===== src/hw/rtl/pfp_pkg.sv =====
// Shared types and constants for the ping frame parser.
// No dependencies; imported by every module of the block but the input register.
`default_nettype none

package pfp_pkg;

  localparam logic [3:0] PH_START1  = 4'd0;
  localparam logic [3:0] PH_START2  = 4'd1;
  localparam logic [3:0] PH_LEN_L   = 4'd2;
  localparam logic [3:0] PH_LEN_H   = 4'd3;
  localparam logic [3:0] PH_ID_L    = 4'd4;
  localparam logic [3:0] PH_ID_H    = 4'd5;
  localparam logic [3:0] PH_SRC     = 4'd6;
  localparam logic [3:0] PH_DST     = 4'd7;
  localparam logic [3:0] PH_PAYLOAD = 4'd8;
  localparam logic [3:0] PH_CHK_L   = 4'd9;
  localparam logic [3:0] PH_CHK_H   = 4'd10;

  localparam logic [1:0] ST_BUSY = 2'd0;
  localparam logic [1:0] ST_REJ  = 2'd1;
  localparam logic [1:0] ST_GOOD = 2'd2;

  localparam logic [7:0] SYNC1_BYTE = 8'h42;  // 'B'
  localparam logic [7:0] SYNC2_BYTE = 8'h52;  // 'R'

  localparam logic [15:0] MAX_LEN_RESET = 16'd1024;

  typedef struct packed {
    logic [1:0]  status;
    logic        payload_valid;
    logic [7:0]  payload_byte;
    logic [15:0] payload_index;
    logic [15:0] message_id;
    logic [15:0] frame_payload_len;
  } result_t;

endpackage

`default_nettype wire


===== src/hw/rtl/pfp_in_stage.sv =====
// Input register of the ping frame parser: holds one received byte.
// Depends on nothing but the clock and reset.
`default_nettype none

module pfp_in_stage (
  input  wire logic       clk,
  input  wire logic       rst,
  input  wire logic       in_valid,
  output logic            in_ready,
  input  wire logic [7:0] rx_byte,
  input  wire logic       advance,
  output logic            held_valid,
  output logic [7:0]      held_byte
);

  // The register refills in the same cycle that its byte moves on.
  assign in_ready = !held_valid || advance;

  always_ff @(posedge clk) begin
    if (rst) begin
      held_valid <= 1'b0;
    end else if (in_ready) begin
      held_valid <= in_valid;
    end
  end

  always_ff @(posedge clk) begin
    if (in_ready && in_valid) begin
      held_byte <= rx_byte;
    end
  end

endmodule

`default_nettype wire


===== src/hw/rtl/pfp_parse.sv =====
// Frame parse state machine with running checksum and header capture.
// Depends on pfp_pkg for phase codes, status codes and the result type.
`default_nettype none

module pfp_parse
  import pfp_pkg::*;
(
  input  wire logic        clk,
  input  wire logic        rst,
  input  wire logic        advance,
  input  wire logic [7:0]  byte_in,
  input  wire logic [15:0] max_len,
  output result_t          res
);

  logic [3:0]  phase, phase_next;
  logic [15:0] running_sum, running_sum_next;
  logic [15:0] length_held, length_held_next;
  logic [15:0] id_held, id_held_next;
  logic [15:0] payload_count, payload_count_next;
  logic [7:0]  sum_low, sum_low_next;
  logic [15:0] sum_plus;
  logic [15:0] count_plus;
  logic [15:0] new_len;

  assign sum_plus   = running_sum + {8'd0, byte_in};
  assign count_plus = payload_count + 16'd1;
  assign new_len    = {byte_in, length_held[7:0]};

  always_comb begin
    phase_next         = phase;
    running_sum_next   = running_sum;
    length_held_next   = length_held;
    id_held_next       = id_held;
    payload_count_next = payload_count;
    sum_low_next       = sum_low;
    res.status         = ST_BUSY;
    res.payload_valid  = 1'b0;
    res.payload_byte   = 8'd0;
    res.payload_index  = 16'd0;
    case (phase)
      PH_START1: begin
        if (byte_in == SYNC1_BYTE) begin
          running_sum_next = {8'd0, byte_in};
          phase_next       = PH_START2;
        end else begin
          res.status = ST_REJ;
        end
      end
      PH_START2: begin
        // A wrong second byte is dropped, not retried as a new start byte.
        if (byte_in == SYNC2_BYTE) begin
          running_sum_next = sum_plus;
          phase_next       = PH_LEN_L;
        end else begin
          phase_next = PH_START1;
          res.status = ST_REJ;
        end
      end
      PH_LEN_L: begin
        running_sum_next = sum_plus;
        length_held_next = {8'd0, byte_in};
        phase_next       = PH_LEN_H;
      end
      PH_LEN_H: begin
        running_sum_next = sum_plus;
        length_held_next = new_len;
        if (new_len > max_len) begin
          phase_next = PH_START1;
          res.status = ST_REJ;
        end else begin
          phase_next = PH_ID_L;
        end
      end
      PH_ID_L: begin
        running_sum_next = sum_plus;
        id_held_next     = {8'd0, byte_in};
        phase_next       = PH_ID_H;
      end
      PH_ID_H: begin
        running_sum_next = sum_plus;
        id_held_next     = {byte_in, id_held[7:0]};
        phase_next       = PH_SRC;
      end
      PH_SRC: begin
        running_sum_next = sum_plus;
        phase_next       = PH_DST;
      end
      PH_DST: begin
        running_sum_next   = sum_plus;
        payload_count_next = 16'd0;
        phase_next         = (length_held == 16'd0) ? PH_CHK_L : PH_PAYLOAD;
      end
      PH_PAYLOAD: begin
        running_sum_next   = sum_plus;
        res.payload_valid  = 1'b1;
        res.payload_byte   = byte_in;
        res.payload_index  = payload_count;
        payload_count_next = count_plus;
        if (count_plus >= length_held) begin
          phase_next = PH_CHK_L;
        end
      end
      PH_CHK_L: begin
        sum_low_next = byte_in;
        phase_next   = PH_CHK_H;
      end
      PH_CHK_H: begin
        phase_next = PH_START1;
        res.status = ({byte_in, sum_low} == running_sum) ? ST_GOOD : ST_REJ;
      end
      default: begin
        phase_next = PH_START1;
        res.status = ST_REJ;
      end
    endcase
    res.message_id        = id_held_next;
    res.frame_payload_len = length_held_next;
  end

  always_ff @(posedge clk) begin
    if (rst) begin
      phase         <= PH_START1;
      running_sum   <= 16'd0;
      length_held   <= 16'd0;
      id_held       <= 16'd0;
      payload_count <= 16'd0;
      sum_low       <= 8'd0;
    end else if (advance) begin
      phase         <= phase_next;
      running_sum   <= running_sum_next;
      length_held   <= length_held_next;
      id_held       <= id_held_next;
      payload_count <= payload_count_next;
      sum_low       <= sum_low_next;
    end
  end

endmodule

`default_nettype wire


===== src/hw/rtl/pfp_out_stage.sv =====
// Result register of the ping frame parser.
// Depends on pfp_pkg for the result type.
`default_nettype none

module pfp_out_stage
  import pfp_pkg::*;
(
  input  wire logic    clk,
  input  wire logic    rst,
  input  wire logic    held_valid,
  input  wire result_t res,
  output logic         advance,
  output logic         out_valid,
  input  wire logic    out_ready,
  output result_t      res_q
);

  // A new result loads whenever the register is empty or its transfer completes.
  assign advance = held_valid && (!out_valid || out_ready);

  always_ff @(posedge clk) begin
    if (rst) begin
      out_valid <= 1'b0;
    end else if (!out_valid || out_ready) begin
      out_valid <= held_valid;
    end
  end

  always_ff @(posedge clk) begin
    if (advance) begin
      res_q <= res;
    end
  end

endmodule

`default_nettype wire


===== src/hw/rtl/ping_frame_parser_unit.sv =====
// Ping frame parser: one received byte in, one status result out per byte.
// Input transfers on in_valid/in_ready carry rx_byte; every byte yields exactly
// one result transfer on out_valid/out_ready with status, the payload byte and
// its index, and the current frame's message id and declared length.
// Frames are 'B' 'R', length (LE), id (LE), source, destination, payload,
// and a 16-bit LE checksum over every earlier byte of the frame.
// The limit on the declared length is written through cfg_valid/cfg_ready
// with cfg_data; it is always ready and should be written only while idle.
// The result of a byte passes the input register, then the parse logic, then
// the result register.
// Throughput: one byte per cycle while the receiver takes results, set by the parse step.
// Reset: the parser hunts for 'B', all held fields are zero, limit is 1024.
// When the receiver stalls the finished result holds and one more byte waits
// in the input register; in_ready then drops until the result is taken.
`default_nettype none

module ping_frame_parser_unit
  import pfp_pkg::*;
(
  input  wire logic        clk,
  input  wire logic        rst,
  input  wire logic        in_valid,
  output logic             in_ready,
  input  wire logic [7:0]  rx_byte,
  output logic             out_valid,
  input  wire logic        out_ready,
  output logic [1:0]       status,
  output logic             payload_valid,
  output logic [7:0]       payload_byte,
  output logic [15:0]      payload_index,
  output logic [15:0]      message_id,
  output logic [15:0]      frame_payload_len,
  input  wire logic        cfg_valid,
  output logic             cfg_ready,
  input  wire logic [15:0] cfg_data
);

  logic [15:0] max_payload_len;
  logic        held_valid;
  logic [7:0]  held_byte;
  logic        advance;
  result_t     res;
  result_t     res_q;

  assign cfg_ready = 1'b1;

  always_ff @(posedge clk) begin
    if (rst) begin
      max_payload_len <= MAX_LEN_RESET;
    end else if (cfg_valid) begin
      max_payload_len <= cfg_data;
    end
  end

  pfp_in_stage u_in (
    .clk        (clk),
    .rst        (rst),
    .in_valid   (in_valid),
    .in_ready   (in_ready),
    .rx_byte    (rx_byte),
    .advance    (advance),
    .held_valid (held_valid),
    .held_byte  (held_byte)
  );

  pfp_parse u_parse (
    .clk     (clk),
    .rst     (rst),
    .advance (advance),
    .byte_in (held_byte),
    .max_len (max_payload_len),
    .res     (res)
  );

  pfp_out_stage u_out (
    .clk        (clk),
    .rst        (rst),
    .held_valid (held_valid),
    .res        (res),
    .advance    (advance),
    .out_valid  (out_valid),
    .out_ready  (out_ready),
    .res_q      (res_q)
  );

  assign status            = res_q.status;
  assign payload_valid     = res_q.payload_valid;
  assign payload_byte      = res_q.payload_byte;
  assign payload_index     = res_q.payload_index;
  assign message_id        = res_q.message_id;
  assign frame_payload_len = res_q.frame_payload_len;

endmodule

`default_nettype wire


===== config.mk =====
export PLATFORM = sky130hd
export DESIGN_NAME = ping_frame_parser_unit
export DESIGN_NICKNAME = d
export VERILOG_FILES = /design/src/hw/rtl/pfp_pkg.sv /design/src/hw/rtl/pfp_in_stage.sv /design/src/hw/rtl/pfp_parse.sv /design/src/hw/rtl/pfp_out_stage.sv /design/src/hw/rtl/ping_frame_parser_unit.sv
export SDC_FILE = /design/constraint.sdc
export NUM_CORES = 1
export LEC_CHECK = 0
export ABC_AREA = 0
export BUFFER_PORTS_ARGS = -buffer_cell sky130_fd_sc_hd__buf_2
export CAP_MARGIN = 20
export CORE_AREA = 2 2 132 159
export DETAILED_ROUTE_END_ITERATION = 8
export DIE_AREA = 0 0 134 161
export SLEW_MARGIN = 10
export SYNTH_ARGS = -nofsm -noshare
export SYNTH_HDL_FRONTEND = slang
export SYNTH_SLANG_ARGS = --single-unit

===== constraint.sdc =====
create_clock -name clk -period 9 [get_ports clk]
set_input_delay 1.8 -clock clk [delete_from_list [all_inputs] [get_ports clk]]
set_output_delay 1.8 -clock clk [all_outputs]
set_load 0.01 [all_outputs]

==> impl_metrics.toml <==
[status]
status = "completed"

[clocking]
cts_root_buffer = "clkbuf_16"
clkTransAtPathRegs_ns = 0.06
post_cts_buffers = 0
cts_tree = "yes"
clock-sinks = 161
clk_latency_ns = 0.43
hold_buffers = 0
htree_num_levels = 4
cts-resized-gates = 0
clockBufferDepth = 2
cts_buffers = 17

[global_routing]
grt_max_degree = 87
grt_pass1_wl_um = 29000
grt-ovfl-total = 0
grt_use_total = 0.173
antenna_found_initial = 0
grt_pass1_vias = 5542

[worst_setup_path]
end_kind = "primary output"
crit_path_start_kind = "primary input"
rr_worst_depth = 11
worstPathArrival_ns = 2.39
worstSetupPathType = "in2out"
crit_path_max_fanout = 4
required_ns = 7.20

[synthesis]
yosysSeqAreaShare = 0.493
async_flop_share = 0
syn_inst = 793
syn_nets = 864
synth_flop_cell = "dfxtp_1"
yosys_warnings = 0
synth_edf_count = 67
syn_area_per_cell_um2 = 9.95
ys_types = 66
synth_seq_cells = 161
netlist_area_um2 = 7890

[sta]
tns_ns = 0
period_share = 0.466
finalClockSkew_ns = 0.00917
period_needed_ns = 4.19
grt_setup_unrepaired = "false"
clock.fmax_mhz = 239
worstMarginPinSlew_ns = 0.989
final-setup-viol-count = 0
hold_viol = 0
maxSlewViolCount = 0
relSlewSlack = 0.341

[placement]
portBuffers = 89
dpl.hpwl_um = 12500
place_congestion = 0.822

[routing]
drt_wl_total_um = 18100
via_count = 5869
drc = 0
wire_per_inst_um = 15.8
via_per_inst = 5.13
antenna_left = 0
drt_first_pass_iters = 4
drtIter0Drc = 339

[min_path]
min_path_type = "reg2reg"
min_path_cells = 2

[die]
fp-row-count = 57
io_pins = 91
die_x_um = 134
die_height_um = 161
initial_core_util = 0.394
dieArea_um2 = 21600
core-area_um2 = 20000

[finish]
drive_above_1_share = 0.176
fin_util = 0.455
antenna_cells = 0
layout-area-overhead-vs-synth_pct = 15.4
final_cell_mix = "109 x nor2_1, 94 x dfxtp_1, 90 x buf_2, 67 x edfxtp_1, 61 x a21oi_1"
final_common_cell = "nor2_1"
nets = 938
nFillCells = 1899

[pwr]
power_density_nw_per_um2 = 171
leakagePower_nw = 3.64
vdd_ir_drop_max_uv = 128

[flow_run]
maxCapViolCount = 0
-- layout make-up --
cell class	instances	area [um2]	share of cell area
inverters	46	175	0.0192
flip-flops and latches	161	3890	0.427
clock inverters	13	113	0.0124
repair buffers	95	488	0.0536
clock buffers	19	443	0.0486
well taps	265	332	0.0364
multi-input cells	546	3670	0.402
-- worst paths after layout --
kind                                          end                             startpoint  slack, ns
setup / recovery                         in_ready                              out_ready       4.81
hold reg to reg   u_parse.id_held[4]$_SDFFE_PP0P_        u_parse.id_held[4]$_SDFFE_PP0P_       0.46
hold / removal    u_parse.id_held[4]$_SDFFE_PP0P_        u_parse.id_held[4]$_SDFFE_PP0P_       0.46
setup reg to reg    u_parse.phase[3]$_SDFFE_PP0P_  u_parse.payload_count[0]$_SDFFE_PP0P_       5.52
-- cell families (layout without fill, tap and decap cells) --
logic type               Yosys count  count (layout)  synth area share
multiplexers                      44              44            0.0580
XOR/XNOR                          40              40            0.0444
adder cells (fa/ha/maj)           42              42            0.0675
flip-flops                       161             161             0.493
buffers and inverters             86             173            0.0434
other                              1               1          0.000475
AND/OR/NAND/NOR                  268             268             0.167
AO/OA/AOI/OAI                    151             151             0.125
-- sequential cells by signal, indices dropped and copies added, names as in the netlist --
register and count:
u_in.held_byte 8, u_parse.length_held 16, u_parse.payload_count 16, max_payload_len 16
u_out.out_valid 1, u_parse.id_held 16, u_parse.phase 4, u_out.res_q 59
u_parse.sum_low 8, u_parse.running_sum 16, u_in.held_valid 1
-- critical path, cell delays in order --
cell	delay, ns
buf_2	0.10
nor2b_1	0.23
nand2_1	0.11
buf_2	0.15
-- report_power, final --
group	switching (mW)	total, mW	internal [mW]
sequential	0.0166	0.793	0.776
combinational	0.0479	0.0778	0.0299
clock	0.297	0.683	0.387
-- metal layers --
| layer | share of wire | track usage | routed length (um) |
|---|---|---|---|
| met1 | 0.46 | 0.226 | 8290 |
| met2 | 0.49 | 0.292 | 8780 |
| met3 | 0.038 | 0.0289 | 682 |
| met4 | 0.017 | 0.0600 | 299 |
| met5 | 0 | 0 | 0 |
-- cell usage after synthesis, drive strengths merged (3+ instances only) --
cell,instances,area share
nor2,109,0.052
dfxtp,94,0.24
edfxtp,67,0.25
a21oi,61,0.039
inv,46,0.022
ha,41,0.065
nand2,39,0.019
clkbuf,31,0.015
mux2i,30,0.038
and2,28,0.022
o21ai,25,0.016
nand3,23,0.015
xor2,22,0.024
xnor2,18,0.020
a22o,17,0.019
mux2,14,0.020
nor3,14,0.0095
nor4,10,0.0087
buf,9,0.0068
nand4,9,0.0071
and3,8,0.0063
a21o,7,0.0067
a22oi,6,0.0057
o211ai,6,0.0057
or3,6,0.0048
and4,5,0.0055
a311oi,4,0.0044
nand3b,4,0.0038
a211oi,3,0.0029
nand2b,3,0.0024
nor2b,3,0.0024
-- metrics by stage --
| step | total power, mW | cell area [um2] | worst slack (ns) | hold WS [ns] | instances |
|---|---|---|---|---|---|
| 6_report | 1.55 | 9110 | 4.81 | 0.456 | 1145 |
| 5_1_grt | 1.61 | 9110 | 4.74 | 0.478 | 1145 |
| 4_1_cts | 1.57 | 9100 | 4.80 | 0.456 | 1143 |
| 3_5_place_dp | 0.888 | 8540 | 4.81 | 0.447 | 1111 |
| 3_3_place_gp | 0.887 | 8540 | 4.86 | 0.442 | 1111 |
| 2_1_floorplan | 0.855 | 7890 | 4.59 | 0.434 | 793 |
(Power assumes the default switching activity.)
